[src/hdl/wfr_pkg.sv]
`timescale 1ns / 1ps

package wfr_pkg;

   localparam int REQ_DATA_W = 72;
   localparam int RSP_DATA_W = 64;
   localparam int CSR_INDEX_W = 2;
   localparam int CSR_DATA_W = 8;
   localparam int SUM_W = 16;

   localparam logic [CSR_INDEX_W-1:0] CSR_TEMPERATURE_CODE = 2'd0;
   localparam logic [CSR_INDEX_W-1:0] CSR_PRESSURE_CODE = 2'd1;

   localparam logic [7:0] TEMPERATURE_CODE_RESET = 8'd66;
   localparam logic [7:0] PRESSURE_CODE_RESET = 8'd70;

   localparam logic [3:0] SHORT_TRANSFER_MAX = 4'd1;
   localparam logic [7:0] COUNT_LIMIT = 8'd10;
   localparam logic [7:0] MARKER_COUNT = 8'h01;
   localparam logic [7:0] MARKER_BYTE = 8'hff;
   localparam logic [2:0] COPY_MAX = 3'd7;
   localparam logic [3:0] NIBBLE_MASK = 4'h0f;

   // floor(x / 10) = (x * 0xcccd) >> 19 for any x below 2**16
   localparam logic [15:0] DIV10_MUL = 16'hcccd;
   localparam int DIV10_SHIFT = 19;
   localparam int PROD_W = 28;

   localparam logic [1:0] KIND_TEMPERATURE = 2'd0;
   localparam logic [1:0] KIND_PRESSURE = 2'd1;
   localparam logic [1:0] KIND_OTHER = 2'd2;

   typedef struct packed {
      logic load;
      logic clear_frame;
      logic set_marker;
      logic copy_step;
      logic scan_step;
      logic emit;
   } wfr_cmd_type;

   typedef struct packed {
      logic short_item;
      logic big_count;
      logic is_marker;
      logic frame_empty;
      logic marker_set;
      logic frame_short;
      logic copy_done;
      logic scan_done;
      logic sum_ok;
      logic out_busy;
   } wfr_status_type;

endpackage

[src/hdl/wfr_ram.sv]
`timescale 1ns / 1ps

module wfr_ram #(
   parameter int WIDTH = 8,
   parameter int DEPTH = 32
) (
   input  logic                     clock,
   input  logic                     wr_en,
   input  logic [$clog2(DEPTH)-1:0] wr_addr,
   input  logic [WIDTH-1:0]         wr_data,
   input  logic                     rd_en,
   input  logic [$clog2(DEPTH)-1:0] rd_addr,
   output logic [WIDTH-1:0]         rd_data
);

   logic [WIDTH-1:0] mem_ff [DEPTH];
   logic [WIDTH-1:0] rd_data_ff;

   always_ff @(posedge clock) begin
      if (wr_en) begin
         mem_ff[wr_addr] <= wr_data;
      end
      if (rd_en) begin
         rd_data_ff <= mem_ff[rd_addr];
      end
   end

   assign rd_data = rd_data_ff;

endmodule

[src/hdl/wfr_datapath.sv]
`timescale 1ns / 1ps

module wfr_datapath #(
   parameter int FRAME_BYTES = 32
) (
   input  logic                                 clock,
   input  logic                                 reset,
   input  logic [3:0]                           transfer_length,
   input  logic [7:0]                           count_byte,
   input  logic [7:0]                           payload [7],
   input  logic                                 csr_valid,
   output logic                                 csr_ready,
   input  logic [wfr_pkg::CSR_INDEX_W-1:0]      csr_index,
   input  logic [wfr_pkg::CSR_DATA_W-1:0]       csr_data,
   input  wfr_pkg::wfr_cmd_type                 cmd,
   output wfr_pkg::wfr_status_type              status,
   output logic                                 rsp_tvalid,
   input  logic                                 rsp_tready,
   output logic [wfr_pkg::RSP_DATA_W-1:0]       rsp_tdata
);

   localparam int LEN_W = $clog2(FRAME_BYTES + 1);
   localparam int ADDR_W = $clog2(FRAME_BYTES);

   logic [7:0] temp_code_ff, pres_code_ff;
   logic [3:0] len_ff;
   logic [7:0] count_ff;
   logic [7:0] pay_ff [7];

   logic [LEN_W-1:0] frame_len_ff, frame_len_in;
   logic             marker_ff, marker_in;
   logic [2:0]       copy_idx_ff, copy_idx_in;
   logic [2:0]       copy_n;
   logic             wr_en;

   logic [LEN_W-1:0] rd_ptr_ff, rd_ptr_in;
   logic [LEN_W-1:0] rd_pos_ff;
   logic             rd_vld_ff;
   logic             rd_issue;
   logic [7:0]       rd_data;
   logic [LEN_W-1:0] chk_pos;

   logic [wfr_pkg::SUM_W-1:0] sum_ff, sum_in;
   logic [wfr_pkg::SUM_W-1:0] chk_ff, chk_in;
   logic [7:0]                hdr_ff [5];
   logic [7:0]                hdr_in [5];

   logic [11:0]                 raw_temp;
   logic [wfr_pkg::PROD_W-1:0]  prod_ff;

   logic                            rsp_valid_ff, rsp_valid_in;
   logic [wfr_pkg::RSP_DATA_W-1:0]  rsp_data_ff, rsp_data_in;
   logic [1:0]                      kind;
   logic [3:0]                      sensor;
   logic [8:0]                      temp_value;
   logic [7:0]                      humidity;
   logic [11:0]                     pres_value, alt_value;
   logic [3:0]                      forecast, second_forecast;

   assign csr_ready = 1'b1;

   always_ff @(posedge clock) begin
      if (reset) begin
         temp_code_ff <= wfr_pkg::TEMPERATURE_CODE_RESET;
         pres_code_ff <= wfr_pkg::PRESSURE_CODE_RESET;
      end else if (csr_valid) begin
         if (csr_index == wfr_pkg::CSR_TEMPERATURE_CODE) begin
            temp_code_ff <= csr_data;
         end
         if (csr_index == wfr_pkg::CSR_PRESSURE_CODE) begin
            pres_code_ff <= csr_data;
         end
      end
   end

   always_ff @(posedge clock) begin
      if (cmd.load) begin
         len_ff <= transfer_length;
         count_ff <= count_byte;
         pay_ff <= payload;
      end
   end

   // append path
   assign copy_n = (count_ff > 8'(wfr_pkg::COPY_MAX)) ? wfr_pkg::COPY_MAX : count_ff[2:0];
   assign status.copy_done = (copy_idx_ff >= copy_n) ||
                             (frame_len_ff == LEN_W'(FRAME_BYTES));
   assign wr_en = cmd.copy_step && !status.copy_done;

   always_comb begin
      frame_len_in = frame_len_ff;
      marker_in = marker_ff;
      copy_idx_in = copy_idx_ff;
      if (cmd.load) begin
         copy_idx_in = 3'd0;
      end else if (wr_en) begin
         copy_idx_in = copy_idx_ff + 3'd1;
      end
      if (cmd.clear_frame) begin
         frame_len_in = '0;
         marker_in = 1'b0;
      end else begin
         if (wr_en) begin
            frame_len_in = frame_len_ff + LEN_W'(1);
         end
         if (cmd.set_marker) begin
            marker_in = 1'b1;
         end
      end
   end

   // checksum scan over the stored frame
   assign rd_issue = cmd.scan_step && (rd_ptr_ff != frame_len_ff);
   assign rd_ptr_in = cmd.load ? '0 : (rd_issue ? rd_ptr_ff + LEN_W'(1) : rd_ptr_ff);
   assign chk_pos = frame_len_ff - LEN_W'(2);

   always_comb begin
      sum_in = sum_ff;
      chk_in = chk_ff;
      hdr_in = hdr_ff;
      if (cmd.load) begin
         sum_in = '0;
         chk_in = '0;
         for (int k = 0; k < 5; k++) begin
            hdr_in[k] = 8'd0;
         end
      end else if (rd_vld_ff) begin
         if (rd_pos_ff < chk_pos) begin
            sum_in = sum_ff + wfr_pkg::SUM_W'(rd_data);
         end
         if (rd_pos_ff == chk_pos) begin
            chk_in[7:0] = rd_data;
         end
         if (rd_pos_ff == chk_pos + LEN_W'(1)) begin
            chk_in[15:8] = rd_data;
         end
         for (int k = 0; k < 5; k++) begin
            if (rd_pos_ff == LEN_W'(k + 1)) begin
               hdr_in[k] = rd_data;
            end
         end
      end
   end

   always_ff @(posedge clock) begin
      if (reset) begin
         frame_len_ff <= '0;
         marker_ff <= 1'b0;
         rd_vld_ff <= 1'b0;
         rsp_valid_ff <= 1'b0;
      end else begin
         frame_len_ff <= frame_len_in;
         marker_ff <= marker_in;
         rd_vld_ff <= rd_issue;
         rsp_valid_ff <= rsp_valid_in;
      end
   end

   always_ff @(posedge clock) begin
      copy_idx_ff <= copy_idx_in;
      rd_ptr_ff <= rd_ptr_in;
      rd_pos_ff <= rd_ptr_ff;
      sum_ff <= sum_in;
      chk_ff <= chk_in;
      hdr_ff <= hdr_in;
      prod_ff <= wfr_pkg::PROD_W'(raw_temp) * wfr_pkg::PROD_W'(wfr_pkg::DIV10_MUL);
      rsp_data_ff <= rsp_data_in;
   end

   wfr_ram #(
      .WIDTH(8),
      .DEPTH(FRAME_BYTES)
   ) u_frame_store (
      .clock   (clock),
      .wr_en   (wr_en),
      .wr_addr (frame_len_ff[ADDR_W-1:0]),
      .wr_data (pay_ff[copy_idx_ff]),
      .rd_en   (rd_issue),
      .rd_addr (rd_ptr_ff[ADDR_W-1:0]),
      .rd_data (rd_data)
   );

   // record decode
   assign raw_temp = {hdr_ff[3][3:0] & wfr_pkg::NIBBLE_MASK, hdr_ff[2]};

   always_comb begin
      kind = wfr_pkg::KIND_OTHER;
      sensor = 4'd0;
      temp_value = 9'd0;
      humidity = 8'd0;
      pres_value = 12'd0;
      forecast = 4'd0;
      alt_value = 12'd0;
      second_forecast = 4'd0;
      if (hdr_ff[0] == temp_code_ff) begin
         kind = wfr_pkg::KIND_TEMPERATURE;
         sensor = hdr_ff[1][3:0] & wfr_pkg::NIBBLE_MASK;
         temp_value = prod_ff[wfr_pkg::DIV10_SHIFT +: 9];
         humidity = hdr_ff[4];
      end else if (hdr_ff[0] == pres_code_ff) begin
         kind = wfr_pkg::KIND_PRESSURE;
         pres_value = {hdr_ff[2][3:0], hdr_ff[1]};
         forecast = hdr_ff[2][7:4];
         alt_value = {hdr_ff[4][3:0], hdr_ff[3]};
         second_forecast = hdr_ff[4][7:4];
      end
   end

   always_comb begin
      rsp_valid_in = rsp_valid_ff;
      rsp_data_in = rsp_data_ff;
      if (cmd.emit) begin
         rsp_valid_in = 1'b1;
         rsp_data_in = {1'b0, second_forecast, alt_value, forecast, pres_value, humidity,
                        temp_value, sensor, hdr_ff[0], kind};
      end else if (rsp_tready) begin
         rsp_valid_in = 1'b0;
      end
   end

   assign rsp_tvalid = rsp_valid_ff;
   assign rsp_tdata = rsp_data_ff;

   assign status.short_item = len_ff <= wfr_pkg::SHORT_TRANSFER_MAX;
   assign status.big_count = count_ff >= wfr_pkg::COUNT_LIMIT;
   assign status.is_marker = (count_ff == wfr_pkg::MARKER_COUNT) &&
                             (pay_ff[0] == wfr_pkg::MARKER_BYTE);
   assign status.frame_empty = frame_len_ff == '0;
   assign status.marker_set = marker_ff;
   assign status.frame_short = frame_len_ff < LEN_W'(2);
   assign status.scan_done = (rd_ptr_ff == frame_len_ff) && !rd_vld_ff;
   assign status.sum_ok = sum_ff == chk_ff;
   assign status.out_busy = rsp_valid_ff && !rsp_tready;

endmodule

[src/hdl/wfr_controller.sv]
`timescale 1ns / 1ps

module wfr_controller (
   input  logic                    clock,
   input  logic                    reset,
   input  logic                    req_tvalid,
   output logic                    req_tready,
   input  wfr_pkg::wfr_status_type status,
   output wfr_pkg::wfr_cmd_type    cmd
);

   typedef enum logic [2:0] {
      S_IDLE,
      S_CLASSIFY,
      S_COPY,
      S_SCAN,
      S_CHECK,
      S_EMIT
   } state_type;

   state_type state_ff, state_in;

   always_comb begin
      state_in = state_ff;
      cmd = '0;
      req_tready = 1'b0;
      case (state_ff)
         S_IDLE: begin
            req_tready = 1'b1;
            if (req_tvalid) begin
               cmd.load = 1'b1;
               state_in = S_CLASSIFY;
            end
         end
         S_CLASSIFY: begin
            state_in = S_IDLE;
            if (status.short_item) begin
               state_in = S_IDLE;
            end else if (status.big_count) begin
               cmd.clear_frame = 1'b1;
            end else if (status.is_marker) begin
               if (status.frame_empty) begin
                  state_in = S_IDLE;
               end else if (!status.marker_set) begin
                  cmd.set_marker = 1'b1;
               end else if (status.frame_short) begin
                  cmd.clear_frame = 1'b1;
               end else begin
                  state_in = S_SCAN;
               end
            end else begin
               state_in = S_COPY;
            end
         end
         S_COPY: begin
            cmd.copy_step = 1'b1;
            if (status.copy_done) begin
               state_in = S_IDLE;
            end
         end
         S_SCAN: begin
            cmd.scan_step = 1'b1;
            if (status.scan_done) begin
               state_in = S_CHECK;
            end
         end
         S_CHECK: begin
            if (status.sum_ok) begin
               state_in = S_EMIT;
            end else begin
               cmd.clear_frame = 1'b1;
               state_in = S_IDLE;
            end
         end
         S_EMIT: begin
            if (!status.out_busy) begin
               cmd.emit = 1'b1;
               cmd.clear_frame = 1'b1;
               state_in = S_IDLE;
            end
         end
         default: begin
            state_in = S_IDLE;
         end
      endcase
   end

   always_ff @(posedge clock) begin
      if (reset) begin
         state_ff <= S_IDLE;
      end else begin
         state_ff <= state_in;
      end
   end

endmodule

[src/hdl/weather_frame_reassembler_top.sv]
`timescale 1ns / 1ps

// Reassembles weather station frames from 8-byte interrupt transfers and emits one
// decoded record per good frame. An appending transfer stores one byte per cycle, up to 7.
// A frame-ending marker walks the frame store through its single read port, checks the
// checksum and, if it matches, waits for the previous record to be taken from the output
// register. Registers: 0 temperature type code (reset 66), 1 pressure type code
// (reset 70).

module weather_frame_reassembler_top #(
   parameter int FRAME_BYTES = 32
) (
   input  logic                                 clock,
   input  logic                                 reset,
   input  logic                                 req_tvalid,
   output logic                                 req_tready,
   // transfer_length[3:0], count_byte[11:4], payload_one..payload_seven[67:12], zero pad
   input  logic [wfr_pkg::REQ_DATA_W-1:0]       req_tdata,
   output logic                                 rsp_tvalid,
   input  logic                                 rsp_tready,
   // record_kind[1:0], frame_type[9:2], sensor_number[13:10], temperature_value[22:14],
   // humidity_value[30:23], pressure_value[42:31], forecast_code[46:43],
   // second_pressure_value[58:47], second_forecast_code[62:59], zero pad
   output logic [wfr_pkg::RSP_DATA_W-1:0]       rsp_tdata,
   input  logic                                 csr_valid,
   output logic                                 csr_ready,
   input  logic [wfr_pkg::CSR_INDEX_W-1:0]      csr_index,
   input  logic [wfr_pkg::CSR_DATA_W-1:0]       csr_data
);

   wfr_pkg::wfr_cmd_type    cmd;
   wfr_pkg::wfr_status_type status;
   logic [7:0]              payload [7];

   always_comb begin
      for (int k = 0; k < 7; k++) begin
         payload[k] = req_tdata[12 + 8 * k +: 8];
      end
   end

   wfr_controller u_controller (
      .clock      (clock),
      .reset      (reset),
      .req_tvalid (req_tvalid),
      .req_tready (req_tready),
      .status     (status),
      .cmd        (cmd)
   );

   wfr_datapath #(
      .FRAME_BYTES(FRAME_BYTES)
   ) u_datapath (
      .clock           (clock),
      .reset           (reset),
      .transfer_length (req_tdata[3:0]),
      .count_byte      (req_tdata[11:4]),
      .payload         (payload),
      .csr_valid       (csr_valid),
      .csr_ready       (csr_ready),
      .csr_index       (csr_index),
      .csr_data        (csr_data),
      .cmd             (cmd),
      .status          (status),
      .rsp_tvalid      (rsp_tvalid),
      .rsp_tready      (rsp_tready),
      .rsp_tdata       (rsp_tdata)
   );

endmodule

[config.mk]
export PLATFORM = sky130hd
export DESIGN_NAME = weather_frame_reassembler_top
export DESIGN_NICKNAME = d
export VERILOG_FILES = /design/src/hdl/wfr_pkg.sv /design/src/hdl/wfr_ram.sv /design/src/hdl/wfr_datapath.sv /design/src/hdl/wfr_controller.sv /design/src/hdl/weather_frame_reassembler_top.sv
export SDC_FILE = /design/constraint.sdc
export NUM_CORES = 1
export LEC_CHECK = 0
export BUFFER_PORTS_ARGS = -buffer_cell sky130_fd_sc_hd__buf_4
export CAP_MARGIN = 10
export CORE_ASPECT_RATIO = 1.5
export CORE_MARGIN = 4
export CORE_UTILIZATION = 55
export DETAILED_ROUTE_END_ITERATION = 16
export GPL_ROUTABILITY_DRIVEN = 0
export PLACE_DENSITY = 0.74
export REMOVE_ABC_BUFFERS = 1
export SKIP_CTS_REPAIR_TIMING = 1
export SLEW_MARGIN = 25
export SYNTH_ARGS = -nofsm -noshare
export SYNTH_HDL_FRONTEND = slang
export SYNTH_SLANG_ARGS = --single-unit
[constraint.sdc]
create_clock -name clock -period 6.51 [get_ports clock]
set_clock_uncertainty 0.15 [all_clocks]
set_input_delay 1.302 -clock clock [delete_from_list [all_inputs] [get_ports clock]]
set_output_delay 1.302 -clock clock [all_outputs]
set_load 0.01 [all_outputs]
==> impl_metrics.prom <==
# TYPE chip_impl_metric gauge
chip_impl_metric{name="cp_data_arrival_time",unit="ns"} 5.45
chip_impl_metric{name="wl_per_cell",unit="um"} 20.3
chip_impl_metric{name="cts_made_buffers",unit=""} 47
chip_impl_metric{name="synthesis.instances",unit=""} 1601
chip_impl_info{name="clock_tree_root_buffer_cell",value="clkbuf_16"} 1
chip_impl_metric{name="leakagePower",unit="nW"} 10.1
chip_impl_metric{name="numPlacedInstances",unit=""} 2268
chip_impl_metric{name="vias",unit=""} 13200
chip_impl_info{name="endpoint_kind",value="flip-flop"} 1
chip_impl_metric{name="fin_setup_tns",unit="ns"} 0
chip_impl_metric{name="synth.distinct_cells",unit=""} 62
chip_impl_metric{name="yosysWarningCount",unit=""} 0
chip_impl_metric{name="initial_utilization",unit="%"} 55.6
chip_impl_metric{name="cts.clk_slew.worst_paths",unit="ns"} 0.07
chip_impl_metric{name="post_synthesis_sequential_area_ratio",unit="%"} 61.2
chip_impl_metric{name="cell_area_after_placement",unit="mm2"} 0.0251
chip_impl_metric{name="timing.slew.headroom",unit="%"} 27.4
chip_impl_metric{name="finish.instance_area",unit="mm2"} 0.0267
chip_impl_metric{name="post_route_cells_drive_above_1_share",unit="%"} 19.5
chip_impl_metric{name="dr_pass1_iterations",unit=""} 6
chip_impl_info{name="worst_hold_path_type",value="reg -> reg"} 1
chip_impl_info{name="startpoint_type",value="flip-flop"} 1
chip_impl_metric{name="dieArea",unit="mm2"} 0.0459
chip_impl_metric{name="die_y",unit="um"} 260
chip_impl_info{name="final_common_cell",value="edfxtp_1"} 1
chip_impl_metric{name="fp.dieW",unit="um"} 176
chip_impl_metric{name="globalRouteOverflowTotal",unit=""} 0
chip_impl_metric{name="async_reset_ff_share",unit="%"} 0
chip_impl_metric{name="route.detailed.drc",unit=""} 0
chip_impl_metric{name="holdPathStages",unit=""} 0
chip_impl_metric{name="num_io_pins",unit=""} 154
chip_impl_metric{name="grt_antenna_before_repair",unit=""} 2
chip_impl_metric{name="port-buffer-count",unit=""} 146
chip_impl_metric{name="drt-initial-drc-count",unit=""} 1046
chip_impl_metric{name="finalCriticalPeriod",unit="ns"} 5.11
chip_impl_metric{name="mappedNetlistArea",unit="mm2"} 0.0234
chip_impl_metric{name="finish.net_count",unit=""} 1986
chip_impl_metric{name="setup_violations",unit=""} 0
chip_impl_info{name="mostFrequentLayoutCells",value="edfxtp_1 (394), nor2_1 (168), buf_4 (165)"} 1
chip_impl_info{name="cts_tree",value="yes"} 1
chip_impl_metric{name="syn2layout_area_growth",unit="%"} 14.3
chip_impl_metric{name="critical_path_peak_fanout",unit=""} 5
chip_impl_metric{name="postLayoutCoreUtil",unit="%"} 63.6
chip_impl_metric{name="grt_pass1_wl",unit="um"} 74800
chip_impl_metric{name="drt_wl_total",unit="um"} 47900
chip_impl_metric{name="slew_violations",unit=""} 0
chip_impl_info{name="critPathKind",value="reg -> reg"} 1
chip_impl_info{name="synthFlopType",value="edfxtp_1"} 1
chip_impl_metric{name="h-tree-depth",unit=""} 2
chip_impl_metric{name="worstSkewPairLatency",unit="ns"} 0.57
chip_impl_info{name="dr.max_layer_used",value="met4"} 1
chip_impl_metric{name="core_area",unit="mm2"} 0.0420
chip_impl_info{name="grt_setup_unrepaired",value="false"} 1
chip_impl_metric{name="timing.final.hold_violations",unit=""} 0
chip_impl_metric{name="via_per_inst",unit=""} 5.60
chip_impl_metric{name="worst_pin_slew",unit="ns"} 1.09
chip_impl_metric{name="synth.avg_cell_area",unit="um2"} 14.6
chip_impl_metric{name="largest_net_degree_at_the_start_of_global_routing",unit=""} 65
chip_impl_metric{name="ctsLongestPathBuffers",unit=""} 3
chip_impl_metric{name="met3_wirelength",unit="um"} 2010
chip_impl_metric{name="max_clock_freq",unit="MHz"} 196
chip_impl_metric{name="hpwl",unit="um"} 34100
chip_impl_metric{name="met2WireLength",unit="um"} 26300
chip_impl_metric{name="fin_crit_sh",unit="%"} 78.5
chip_impl_metric{name="layoutNonFillerInstCount",unit=""} 2357
chip_impl_metric{name="track_usage",unit="%"} 21.0
chip_impl_metric{name="clock_sinks",unit=""} 518
chip_impl_metric{name="number_of_global_route_vias_before_repair",unit=""} 13600
chip_impl_metric{name="row_count",unit=""} 92
chip_impl_metric{name="ys_ff_latch",unit=""} 518
chip_impl_metric{name="drt-met1-wl",unit="um"} 17600
chip_impl_metric{name="worstPathRequired",unit="ns"} 6.85
chip_impl_metric{name="timing.max_cap.violations",unit=""} 0
chip_impl_metric{name="power_total",unit="mW"} 6.62
chip_impl_metric{name="postRouteAntennaNets",unit=""} 0
chip_impl_metric{name="powerDensity",unit="mW/mm2"} 248
chip_impl_info{name="status",value="finished, final reports clean"} 1
chip_impl_metric{name="r2r.worst_path.cells",unit=""} 13
chip_impl_metric{name="edff_count_synth",unit=""} 394
chip_impl_metric{name="vdd_drop_max",unit="V"} 0.000236
[power by group]
part	leakage (nW)	internal [mW]	switching [mW]
clock network	0.793	1.69	1.17
registers	4.67	3.59	0.0156
logic	4.65	0.0573	0.0955
total	10.1	5.33	1.28
[layer usage]
layer	global-route usage (%)	vias to the layer above
met3	2.52	103
met2	39.2	352
met4	8.84	0
li1	-	6166
met1	24.2	6581
met5	0	-
[registers in the layout (all words and copies together), names as in the netlist, 6 cells and up]
| register | flops |
|---|---|
| u_datapath.u_frame_store.mem_ff | 256 |
| u_datapath.rsp_tdata | 63 |
| u_datapath.pay_ff | 56 |
| u_datapath.hdr_ff | 40 |
| u_datapath.chk_ff | 16 |
| u_datapath.sum_ff | 16 |
| u_datapath.prod_ff | 9 |
| u_datapath.count_ff | 8 |
| u_datapath.pres_code_ff | 8 |
| u_datapath.temp_code_ff | 8 |
| u_datapath.u_frame_store.rd_data | 8 |
| u_datapath.frame_len_ff | 6 |
| u_datapath.rd_pos_ff | 6 |
| u_datapath.rd_ptr_ff | 6 |
[area by class of cell]
class                   instances  area [um2]
diodes                          2        5.00
flip-flops and latches        518       14300
multi-input cells             915        8430
well taps                     564         706
clock buffers                  60        1300
fillers                      3024       15300
clock inverters                27         329
inverters                     106         400
repair buffers                165        1240
[critical path, cell delays in order, from the launching register on]
cell and delay, ns:
dfxtp_1 0.43, inv_1 0.09, ha_1 0.34, fa_1 0.60, fa_1 0.60, fa_1 0.46, fa_1 0.55, inv_1 0.05
ha_1 0.34, nand3_1 0.14, or3_1 0.38, or4b_1 0.56, a31oi_1 0.21, xnor2_1 0.13
[path summary, 6_finish.rpt]
path                            slack (ns)                 endpoint               startpoint
worst max-delay path                  1.40   u_datapath.prod_ff[27]    u_datapath.hdr_ff[10]
worst min-delay path                  0.25  u_datapath.rd_pos_ff[5]  u_datapath.rd_ptr_ff[5]
worst max register to register        1.40   u_datapath.prod_ff[27]    u_datapath.hdr_ff[10]
worst min register to register        0.25  u_datapath.rd_pos_ff[5]  u_datapath.rd_ptr_ff[5]
[synthesized netlist by cell type (38+ instances only)]
cell	number	area share, %
mux4_2	88	8.5
and2_1	53	1.4
nand2_1	58	0.93
nor2_1	169	2.7
clkbuf_1	38	0.61
mux2i_1	75	3.2
edfxtp_1	394	51
ha_1	103	5.5
fa_1	43	3.7
a21oi_1	60	1.3
inv_1	105	1.7
dfxtp_1	124	11
xnor2_1	39	1.5
[cell families after synthesis]
| kind of cell | count (synthesis) | share of synthesized area [%] |
|---|---|---|
| DFF | 518 | 61.2 |
| and+or+nand+nor | 381 | 7.81 |
| muxes | 171 | 12.1 |
| buffers and inverters | 168 | 2.92 |
| adders and majority gates | 146 | 9.20 |
| AOI/OAI and AO/OA | 138 | 3.77 |
| xor gates and xnor gates | 77 | 2.95 |
| other | 2 | 0.0321 |
[metrics by stage]
stage,hold slack (ns),worst slack (ns)
5_1_grt,0.259,1.12
3_5_place_dp,0.243,1.39
4_1_cts,0.252,1.38
6_report,0.251,1.40
2_1_floorplan,0.225,-0.0235
3_3_place_gp,0.243,1.42
Power figures use the tool's default switching activity.
